[config.mk]
export PLATFORM = sky130hd
export DESIGN_NAME = alternating_bit_sender
export DESIGN_NICKNAME = d
export VERILOG_FILES = /design/src/sv/abs_pkg.sv /design/src/sv/abs_payload_ram.sv /design/src/sv/abs_ack_check.sv /design/src/sv/alternating_bit_sender.sv
export VERILOG_INCLUDE_DIRS = /design/src /design/src/sv
export SDC_FILE = /design/constraint.sdc
export NUM_CORES = 1
export LEC_CHECK = 0
export BUFFER_PORTS_ARGS = -buffer_cell sky130_fd_sc_hd__buf_2
export CELL_PAD_IN_SITES_DETAIL_PLACEMENT = 1
export CELL_PAD_IN_SITES_GLOBAL_PLACEMENT = 1
export CORE_UTILIZATION = 44
export CTS_CLUSTER_DIAMETER = 50
export DETAILED_ROUTE_END_ITERATION = 10
export PLACE_DENSITY = 0.79
export SLEW_MARGIN = 20
export SYNTH_ARGS = -nofsm -noshare
export SYNTH_HDL_FRONTEND = slang
export SYNTH_SLANG_ARGS = --single-unit
export TNS_END_PERCENT = 50
[constraint.sdc]
create_clock -name clock -period 12.37 [get_ports clock]
set_input_delay 2.474 -clock clock [delete_from_list [all_inputs] [get_ports clock]]
set_output_delay 2.474 -clock clock [all_outputs]
set_load 0.05 [all_outputs]
[src/sv/assert_macros.svh]
// Assertion macros shared by the sender RTL.
`ifndef ASSERT_MACROS_SVH
`define ASSERT_MACROS_SVH

// Clocked assertion, disabled while reset is high.
`define ABS_ASSERT(lbl, clk, rst, prop, msg) \
   lbl: assert property (@(posedge clk) disable iff (rst) prop) else $error(msg);

// Clocked assertion that also holds during reset.
`define ABS_ASSERT_ALWAYS(lbl, clk, prop, msg) \
   lbl: assert property (@(posedge clk) prop) else $error(msg);

`endif

[src/sv/abs_pkg.sv]
// Shared types, codes and helpers for the alternating-bit sender.
package abs_pkg;

   // Request codes on req_type
   localparam logic [1:0] REQ_MSG   = 2'd0;
   localparam logic [1:0] REQ_ACK   = 2'd1;
   localparam logic [1:0] REQ_TIMER = 2'd2;

   // Timer commands on rsp_timer_cmd
   localparam logic [1:0] TMR_NONE  = 2'd0;
   localparam logic [1:0] TMR_START = 2'd1;
   localparam logic [1:0] TMR_STOP  = 2'd2;

   // Controls from the sequencer to the acknowledgement checker
   typedef struct packed {
      logic add;    // accepted ack byte inside the payload range
      logic last;   // that byte ends the ack run
      logic check;  // compare cycle after the run end
   } abs_ack_ctl_type;

   function automatic logic [31:0] abs_sext8(input logic [7:0] b);
      return {{24{b[7]}}, b};
   endfunction

endpackage

[src/sv/abs_payload_ram.sv]
// Payload store: one write port, one registered read port.
module abs_payload_ram #(
   parameter int DEPTH  = 20,
   parameter int ADDR_W = 5
) (
   input  logic              clock,
   input  logic              we,
   input  logic [ADDR_W-1:0] waddr,
   input  logic [7:0]        wdata,
   input  logic              re,
   input  logic [ADDR_W-1:0] raddr,
   output logic [7:0]        rdata
);

   logic [7:0] mem [DEPTH];
   logic [7:0] rdata_ff;

   always_ff @(posedge clock) begin
      if (we) begin
         mem[waddr] <= wdata;
      end
   end

   // read data holds until the next read
   always_ff @(posedge clock) begin
      if (re) begin
         rdata_ff <= mem[raddr];
      end
   end

   assign rdata = rdata_ff;

endmodule

[src/sv/abs_ack_check.sv]
// Acknowledgement checker: sums ack bytes and verifies checksum and ack bit.
module abs_ack_check (
   input  logic                     clock,
   input  logic                     reset,
   input  abs_pkg::abs_ack_ctl_type ctl,
   input  logic signed [7:0]        data_byte,
   input  logic [31:0]              pkt_seqnum,
   input  logic [31:0]              pkt_acknum,
   input  logic [31:0]              pkt_checksum,
   input  logic                     cur_seq,
   input  logic                     wait_ack,
   output logic                     ack_ok
);
   import abs_pkg::*;

   logic [31:0] running_ff, running_in;
   logic [31:0] pair_ff;
   logic [31:0] chk_ff;
   logic        match_ff;

   always_comb begin
      running_in = running_ff;
      if (ctl.check) begin
         running_in = '0;
      end else if (ctl.add) begin
         running_in = running_ff + abs_sext8(data_byte);
      end
   end

   always_ff @(posedge clock) begin
      if (reset) begin
         running_ff <= '0;
         match_ff   <= 1'b0;
      end else begin
         running_ff <= running_in;
         if (ctl.last) begin
            match_ff <= wait_ack && (pkt_acknum == {31'd0, cur_seq});
         end
      end
   end

   // split the header add from the final compare
   always_ff @(posedge clock) begin
      if (ctl.last) begin
         pair_ff <= pkt_seqnum + pkt_acknum;
         chk_ff  <= pkt_checksum;
      end
   end

   assign ack_ok = ctl.check && match_ff && ((running_ff + pair_ff) == chk_ff);

endmodule

[src/sv/alternating_bit_sender.sv]
// Alternating-bit sender top level: sequencer, payload RAM, ack checker and result register.
// Message and ack bytes are accepted while the sender is idle. A message run end starts a
// checksum sweep over the payload RAM read port (ST_SUM, then ST_SUM_END). ST_SEND then
// primes the read of the first byte, and the packet streams out from that same port in
// ST_LOAD, one result per cycle while the result register is free, PAYLOAD_BYTES results
// in all. A timer expiry while waiting for an ack replays the packet the same way without
// the sweep. An ack run end takes a compare state (ST_ACK_CHK), then ST_ACK_OUT for the
// timer-stop result when the ack is accepted. A result that waits with rsp_ready low
// holds these runs.
// req_ready is low during these runs; a waiting result never blocks input in idle.
`include "assert_macros.svh"

module alternating_bit_sender #(
   parameter int PAYLOAD_BYTES = 20
) (
   input  logic              clock,
   input  logic              reset,
   input  logic              req_valid,
   output logic              req_ready,
   input  logic [1:0]        req_type,
   input  logic [4:0]        req_byte_index,
   input  logic signed [7:0] req_data_byte,
   input  logic [31:0]       req_pkt_seqnum,
   input  logic [31:0]       req_pkt_acknum,
   input  logic [31:0]       req_pkt_checksum,
   output logic              rsp_valid,
   input  logic              rsp_ready,
   output logic signed [7:0] rsp_out_byte,
   output logic              rsp_out_seqnum,
   output logic [31:0]       rsp_out_checksum,
   output logic              rsp_out_last,
   output logic [1:0]        rsp_timer_cmd
);
   import abs_pkg::*;

   localparam int ADDR_W  = (PAYLOAD_BYTES > 1) ? $clog2(PAYLOAD_BYTES) : 1;
   localparam int CMP_RAW = $clog2(PAYLOAD_BYTES + 1);
   localparam int CMP_W   = (CMP_RAW > 5) ? CMP_RAW : 5;
   localparam logic [ADDR_W-1:0] LAST_ADDR = ADDR_W'(PAYLOAD_BYTES - 1);

   typedef enum logic [6:0] {
      ST_IDLE    = 7'b0000001,
      ST_SUM     = 7'b0000010,
      ST_SUM_END = 7'b0000100,
      ST_SEND    = 7'b0001000,
      ST_LOAD    = 7'b0010000,
      ST_ACK_CHK = 7'b0100000,
      ST_ACK_OUT = 7'b1000000
   } abs_state_type;

   abs_state_type   state_ff, state_in;
   logic [ADDR_W-1:0] cnt_ff, cnt_in;
   logic [31:0]     sum_ff, sum_in;
   logic [31:0]     saved_chk_ff, saved_chk_in;
   logic            seq_ff, seq_in;
   logic            wait_ack_ff, wait_ack_in;

   logic              rsp_valid_ff, rsp_valid_in;
   logic signed [7:0] out_byte_ff;
   logic              out_seq_ff;
   logic [31:0]       out_chk_ff;
   logic              out_last_ff;
   logic [1:0]        out_tmr_ff;

   logic              acc, idx_ok, run_end, msg_wr, ack_byte, timer_hit, out_free;
   logic [CMP_W-1:0]  idx_ext;
   logic              ram_re;
   logic [ADDR_W-1:0] ram_raddr;
   logic [7:0]        ram_rdata;
   logic              load, load_ack, ack_ok;
   abs_ack_ctl_type   ack_ctl;

   assign req_ready = (state_ff == ST_IDLE);
   assign acc       = req_valid && req_ready;
   assign idx_ext   = CMP_W'(req_byte_index);
   assign idx_ok    = idx_ext < CMP_W'(PAYLOAD_BYTES);
   assign run_end   = idx_ext == CMP_W'(PAYLOAD_BYTES - 1);
   assign msg_wr    = acc && (req_type == REQ_MSG) && idx_ok && !wait_ack_ff;
   assign ack_byte  = acc && (req_type == REQ_ACK) && idx_ok;
   assign timer_hit = acc && (req_type == REQ_TIMER) && wait_ack_ff;
   assign out_free  = !rsp_valid_ff || rsp_ready;

   assign ack_ctl.add   = ack_byte;
   assign ack_ctl.last  = ack_byte && run_end;
   assign ack_ctl.check = (state_ff == ST_ACK_CHK);

   abs_payload_ram #(
      .DEPTH  (PAYLOAD_BYTES),
      .ADDR_W (ADDR_W)
   ) u_ram (
      .clock (clock),
      .we    (msg_wr),
      .waddr (idx_ext[ADDR_W-1:0]),
      .wdata (req_data_byte),
      .re    (ram_re),
      .raddr (ram_raddr),
      .rdata (ram_rdata)
   );

   abs_ack_check u_ack (
      .clock        (clock),
      .reset        (reset),
      .ctl          (ack_ctl),
      .data_byte    (req_data_byte),
      .pkt_seqnum   (req_pkt_seqnum),
      .pkt_acknum   (req_pkt_acknum),
      .pkt_checksum (req_pkt_checksum),
      .cur_seq      (seq_ff),
      .wait_ack     (wait_ack_ff),
      .ack_ok       (ack_ok)
   );

   always_comb begin
      state_in     = state_ff;
      cnt_in       = cnt_ff;
      sum_in       = sum_ff;
      saved_chk_in = saved_chk_ff;
      seq_in       = seq_ff;
      wait_ack_in  = wait_ack_ff;
      ram_re       = 1'b0;
      ram_raddr    = cnt_ff;
      load         = 1'b0;
      load_ack     = 1'b0;
      case (state_ff)
         ST_IDLE: begin
            cnt_in = '0;
            if (msg_wr && run_end) begin
               sum_in   = {31'd0, seq_ff};
               state_in = ST_SUM;
            end else if (ack_byte && run_end) begin
               state_in = ST_ACK_CHK;
            end else if (timer_hit) begin
               state_in = ST_SEND;
            end
         end
         ST_SUM: begin
            // read data is registered, so it lags the address
            ram_re = 1'b1;
            if (cnt_ff != '0) begin
               sum_in = sum_ff + abs_sext8(ram_rdata);
            end
            if (cnt_ff == LAST_ADDR) begin
               state_in = ST_SUM_END;
            end else begin
               cnt_in = cnt_ff + ADDR_W'(1);
            end
         end
         ST_SUM_END: begin
            saved_chk_in = sum_ff + abs_sext8(ram_rdata);
            wait_ack_in  = 1'b1;
            cnt_in       = '0;
            state_in     = ST_SEND;
         end
         ST_SEND: begin
            ram_re   = 1'b1;
            state_in = ST_LOAD;
         end
         ST_LOAD: begin
            if (out_free) begin
               load = 1'b1;
               if (cnt_ff == LAST_ADDR) begin
                  state_in = ST_IDLE;
               end else begin
                  ram_re    = 1'b1;
                  ram_raddr = cnt_ff + ADDR_W'(1);
                  cnt_in    = cnt_ff + ADDR_W'(1);
               end
            end
         end
         ST_ACK_CHK: begin
            if (ack_ok) begin
               wait_ack_in = 1'b0;
               seq_in      = !seq_ff;
               state_in    = ST_ACK_OUT;
            end else begin
               state_in = ST_IDLE;
            end
         end
         ST_ACK_OUT: begin
            if (out_free) begin
               load_ack = 1'b1;
               state_in = ST_IDLE;
            end
         end
         default: begin
            state_in = ST_IDLE;
         end
      endcase
   end

   always_comb begin
      rsp_valid_in = rsp_valid_ff;
      if (load || load_ack) begin
         rsp_valid_in = 1'b1;
      end else if (rsp_ready) begin
         rsp_valid_in = 1'b0;
      end
   end

   always_ff @(posedge clock) begin
      if (reset) begin
         state_ff     <= ST_IDLE;
         cnt_ff       <= '0;
         sum_ff       <= '0;
         seq_ff       <= 1'b0;
         wait_ack_ff  <= 1'b0;
         rsp_valid_ff <= 1'b0;
      end else begin
         state_ff     <= state_in;
         cnt_ff       <= cnt_in;
         sum_ff       <= sum_in;
         seq_ff       <= seq_in;
         wait_ack_ff  <= wait_ack_in;
         rsp_valid_ff <= rsp_valid_in;
      end
   end

   always_ff @(posedge clock) begin
      saved_chk_ff <= saved_chk_in;
      if (load) begin
         out_byte_ff <= ram_rdata;
         out_seq_ff  <= seq_ff;
         out_chk_ff  <= saved_chk_ff;
         out_last_ff <= (cnt_ff == LAST_ADDR);
         out_tmr_ff  <= (cnt_ff == LAST_ADDR) ? TMR_START : TMR_NONE;
      end else if (load_ack) begin
         // seq already toggled: report the acknowledged bit
         out_byte_ff <= '0;
         out_seq_ff  <= !seq_ff;
         out_chk_ff  <= '0;
         out_last_ff <= 1'b1;
         out_tmr_ff  <= TMR_STOP;
      end
   end

   assign rsp_valid        = rsp_valid_ff;
   assign rsp_out_byte     = out_byte_ff;
   assign rsp_out_seqnum   = out_seq_ff;
   assign rsp_out_checksum = out_chk_ff;
   assign rsp_out_last     = out_last_ff;
   assign rsp_timer_cmd    = out_tmr_ff;

   `ABS_ASSERT(a_no_rw_clash, clock, reset, !(msg_wr && ram_re), "payload RAM read and written together")
   `ABS_ASSERT(a_send_waits_ack, clock, reset, (state_ff == ST_SEND) |-> wait_ack_ff, "packet sent while not awaiting ack")
   `ABS_ASSERT(a_ack_wait_entry, clock, reset, $rose(wait_ack_ff) |-> $past(state_ff) == ST_SUM_END, "ack wait entered outside checksum sweep")
   `ABS_ASSERT(a_load_free, clock, reset, (load || load_ack) |-> out_free, "result register overwritten")

endmodule

* Word-level counts from Yosys, hierarchy flattened
Memory sizes are Yosys's and may differ from the RTL's. A register that Yosys moved wholly into a read port is not among the register bits.
Index checks and enable logic that the tools add are counted.
** Word-level totals
- Memories :: 1
- Bits in writable memories :: 160
- Register bits :: 220
- Input bits :: 115
** Cells by class
- Equal/unequal tests :: 21
- Mux-type cells :: 39
- $add $sub $neg :: 5
- Order comparisons :: 1
- Reduce and logical (&&, ||, !) cells :: 32
** Memory list
- u_ram.mem :: words 20, width 8, rd ports 1, clocked after Yosys merged registers in 1, wr ports 1, RTL line abs_payload_ram.sv:15 : logic [7:0] mem [DEPTH];
** Operator list (count)
- adder 32 bit :: 4
- 2-to-1 mux 32 bit :: 4
- one-hot mux 32 bit (2 select lines) :: 1
- 2-to-1 mux 7 bit :: 8
- one-hot mux 7 bit (7 select lines) :: 1
- equality test 32 x 1 -> 1 bit :: 1
- equality test 32 bit :: 1
- 2-to-1 mux 8 bit :: 2
- 2-to-1 mux 1 bit :: 15
- 2-to-1 mux 5 bit :: 3
- one-hot mux 5 bit (3 select lines) :: 1
- logical AND 1 bit :: 13
- != test 2 bit, second input constant :: 6
- equality test 5 bit, second input constant :: 2
- nonzero test 2 bit :: 4
- equality test 7 x 1 -> 1 bit, second input constant :: 1
- equality test 7 x 2 -> 1 bit, second input constant :: 1
- equality test 7 x 3 -> 1 bit, second input constant :: 1
- equality test 7 x 4 -> 1 bit, second input constant :: 1
- equality test 7 x 5 -> 1 bit, second input constant :: 1
- equality test 7 x 6 -> 1 bit, second input constant :: 1
- equality test 7 bit, second input constant :: 1
- OR reduction 2 bit :: 3
- adder 5 x 1 -> 5 bit, second input constant :: 1
- other kinds (15) :: 21

* Longest topological paths before layout
- Depth in word-level cells :: 8
- Depth in mapped cells :: 12
- Gate-level depth less buffers :: 12

* Modules after synthesis
From an unflattened synthesis, not the netlist that was laid out.
** Unflattened totals
- Cells, all modules :: 1783
- Area total of the unflattened synthesis :: 21013.9 sq um
** By module, submodules not included
- abs_ack_check :: area each 8127.8 sq um, cells an instance 873, instances 1
- abs_payload_ram :: area each 6562.5 sq um, cells an instance 308, instances 1
- alternating_bit_sender :: area each 6323.6 sq um, cells an instance 602, instances 1

* Worst setup path after synthesis
No wires, ideal clock.
- Path type :: in2reg
- From :: input req_type[1]
- To :: register u_ack.chk_ff[0], enable pin
- Arrival time :: 6.162 ns
- Slack :: 5.720 ns
- Library setup time :: 0.488 ns
- Buffers on the path :: 1
- Stages :: 5
- Path through :: nand2b_1 nor4b_1 nand3_1 clkbuf_1 nor2_1
** RTL lines
- from (decl) :: RTL line alternating_bit_sender.sv:20 : input logic [1:0] req_type,
- to (signal assigned) :: RTL line abs_ack_check.sv:46 : chk_ff <= pkt_checksum;
- to (decl) :: RTL line abs_ack_check.sv:18 : logic [31:0] chk_ff;

* Final worst setup path
- From :: input req_data_byte[0]
- To :: register u_ack.running_ff[28]
** On the way
- Cells in the longest elaborated chain, start to end :: 1
** Ends and longest elaborated chain
- from (decl) :: RTL line alternating_bit_sender.sv:22 : input logic signed [7:0] req_data_byte,
- adder 32 bit :: RTL line abs_ack_check.sv:26 : running_in = running_ff + abs_sext8(data_byte);
- to (signal assigned) :: RTL line abs_ack_check.sv:35 : running_ff <= running_in;
- to (decl) :: RTL line abs_ack_check.sv:16 : logic [31:0] running_ff, running_in;
Every way passes these cells.
A chain may end at the register's enable or synchronous reset.

==> impl_metrics.py <==
metrics = {
    "run_status": {
        "status": "finished, final reports clean",
    },
    "synth": {
        "synth-main-ff-cell": "edfxtp_1",
        "syn_nets": 2190,
        "syn_area_um2": 21560,
        "synth_cells": 1945,
        "yosysSeqAreaShare_pct": 50.32,
        "ys_warn_count": 0,
        "yosys.cell_types.count": 89,
        "yosys.area.top_type_share_pct": 42.89,
        "async_flop_share_pct": 0,
        "synthTopCellsByCount": "edfxtp_1 (308), a21oi_1 (175), nand2_1 (166)",
        "avgSynthCellArea_um2": 11.09,
        "ys_ff_latch": 388,
        "synth_area_leaders": "edfxtp_1 (43%), dfxtp_1 (7.4%), ha_1 (7.3%)",
        "synth_edf_count": 308,
        "yosysMostFrequentCell": "edfxtp_1",
        "yosys.area.top_type": "edfxtp_1",
    },
    "finish": {
        "syn_to_final_growth_pct": 14.20,
        "nNetsFinal": 2350,
        "antenna_cells": 0,
        "layout-drive-gt1-share_pct": 15.93,
    },
    "pwr": {
        "p_leak_nw": 9.193,
        "ir_drop_mv": 0.08639,
        "power.density_nw_per_um2": 130.8,
    },
    "clock_tree": {
        "cts_made_buffers": 45,
        "htree_levels": 2,
        "post_cts.repair.setup_buffers": 0,
        "ctsResizeCount": 0,
        "cts.sinks": 388,
        "holdBufCountCts": 0,
        "root_buffer": "clkbuf_16",
        "clock_path_buffers": 3,
        "path_clk_slew_ns": 0.06,
        "clkLatencyLatePin_ns": 0.58,
        "cts_tree": "yes",
    },
    "min_path": {
        "hold_class": "reg -> reg",
    },
    "grt": {
        "grt_max_degree": 66,
        "grt-ovfl-total": 0,
        "grt_pass1_wl_um": 96950,
        "grt_pass1_vias": 17410,
        "track_usage_pct": 25.03,
        "antenna_found_initial": 1,
    },
    "drt": {
        "wl_per_cell_um": 22.65,
        "drt_wl_total_um": 62410,
        "ant_nets": 0,
        "drt_iter0_markers": 1246,
        "drtPass1Iterations": 5,
        "post_drt_via_cell_ratio": 6.015,
        "vias": 16580,
        "drc": 0,
    },
    "timing": {
        "fin_crit_sh_pct": 46.20,
        "finalSetupViolations": 0,
        "finalCriticalPeriod_ns": 5.715,
        "max_freq_mhz": 175.0,
        "hold_viol": 0,
        "skew_ns": 0.01317,
        "whs_ns": 0.4759,
        "slew_viol_final": 0,
        "rsz0062_at_grt": "no",
        "tightest_slew_ns": 1.163,
        "fin_tns_setup_ns": 0,
        "slew_headroom_pct": 22.16,
    },
    "floorplan": {
        "initial_utilization_pct": 44.88,
        "die_w_um": 223.4,
        "io_pins": 161,
        "floorplan.rows": 80,
        "dieArea_um2": 49900,
        "die_y_um": 223.4,
        "coreArea_um2": 48050,
    },
    "critical_path": {
        "cp.required_ns": 12.83,
        "cp.arrival_ns": 6.17,
        "startpoint_type": "input pin",
        "cp_max_fo": 21,
        "end_kind": "register",
        "critPathKind": "in -> reg",
    },
    "placed_design": {
        "place_congestion": 0.9468,
        "port_buffers": 160,
        "dpl.hpwl_um": 45330,
    },
    "run": {
        "max_cap_viol_count": 0,
    },
}
## layout make-up
type / instances / area [um2]
Clock buffer: 53 / 1187
Clock inverter: 30 / 322.8
Fill cell: 5120 / 23420
Inverter: 58 / 217.7
Multi-Input combinational cell: 1435 / 10330
Sequential cell: 388 / 10850
Tap cell: 615 / 769.5
Timing Repair Buffer: 177 / 948.4
## placed cells by master, fill, tap and decap left out, types with 14 or more instances in the layout
cell type / synthesis / routed
a211oi_1: 22 / 22
a21o_1: 36 / 36
a21oi_1: 175 / 175
and2_1: 50 / 50
and3_1: 18 / 18
buf_2: 12 / 160
buf_4: 0 / 16
clkbuf_16: 0 / 46
dfxtp_1: 80 / 80
edfxtp_1: 308 / 308
ha_1: 126 / 126
inv_1: 57 / 57
mux2i_1: 32 / 31
mux4_2: 40 / 40
nand2_1: 166 / 166
nand2b_1: 19 / 19
nand3_1: 60 / 60
nand4_1: 25 / 25
nor2_1: 131 / 122
nor2b_1: 14 / 14
nor3_1: 43 / 38
nor4_1: 17 / 17
o211ai_1: 17 / 17
o21a_1: 32 / 32
o21ai_0: 83 / 83
o21bai_1: 14 / 14
or3_1: 16 / 16
xnor2_1: 77 / 75
xor2_1: 28 / 28
## state kept, by name, indices dropped and copies added, names as in the netlist, 32 cells and up
register	flops
u_ram.mem	160
rsp_out_checksum	32
u_ack.chk_ff	32
u_ack.pair_ff	32
sum_ff	32
u_ack.running_ff	32
saved_chk_ff	32
## layer usage
| layer | up-vias | GRT usage [%] | wire, um |
|---|---|---|---|
| met1 | 8217 | 30.21 | 25530 |
| met2 | 484 | 44.76 | 31720 |
| met4 | 0 | 9.346 | 2020 |
| li1 | 7754 | - | - |
| met3 | 121 | 4.096 | 3145 |
| met5 | - | 0 | 0 |
## critical path: stages
cell and delay (ns):
buf_2 0.34, ha_1 0.28, inv_1 0.07, fa_1 0.40, nor2b_1 0.19, o21ai_0 0.13, a21oi_1 0.30, o31ai_1 0.18
o211ai_1 0.41, a31oi_1 0.24, a2111oi_0 0.53, and4b_1 0.25, or3_1 0.37
## per-stage QoR
| step | utilization [%] | instances | setup WS, ns | area (um2) | power, mW |
|---|---|---|---|---|---|
| after detailed placement | 48.07 | 2673 | 6.201 | 23090 | 1.887 |
| after floorplan | - | 1945 | 5.720 | 21560 | 1.761 |
| after global placement | 48.00 | 2672 | 6.385 | 23060 | 1.867 |
| after global routing | 51.25 | 2756 | 6.430 | 24620 | 3.326 |
| final | 51.25 | 2756 | 6.655 | 24620 | 3.222 |
| after CTS | 51.21 | 2756 | 6.773 | 24600 | 3.244 |
## power by group
| part | leakage [nW] | internal (mW) | total [mW] | switching [mW] |
|---|---|---|---|---|
| Sequential | 3.34 | 1.42 | 1.44 | 0.0151 |
| Combinational | 5.11 | 0.178 | 0.429 | 0.251 |
| Clock | 0.746 | 0.800 | 1.36 | 0.557 |
| Total | 9.19 | 2.40 | 3.22 | 0.823 |
## cell families (layout without fill, tap and decap cells)
group	after synthesis	count (layout)	synth area share (%)
buf+inv	122	318	2.234
mux	84	84	6.307
simple gates	609	609	14.02
compound gates	506	506	15.06
flops	388	388	50.32
xor+xnor	106	106	4.369
fa+ha+maj	130	130	7.682
## worst paths after layout
kind,start,slack (ns),end,depth (start not counted)
max reg2reg,u_ack.pair_ff[7],8.10,seq_ff,10
max,req_data_byte[0],6.66,u_ack.running_ff[28],13
min,sum_ff[5],0.48,sum_ff[5],2
min reg2reg,sum_ff[5],0.48,sum_ff[5],2
No activity file was read; power rests on OpenSTA's default activity.
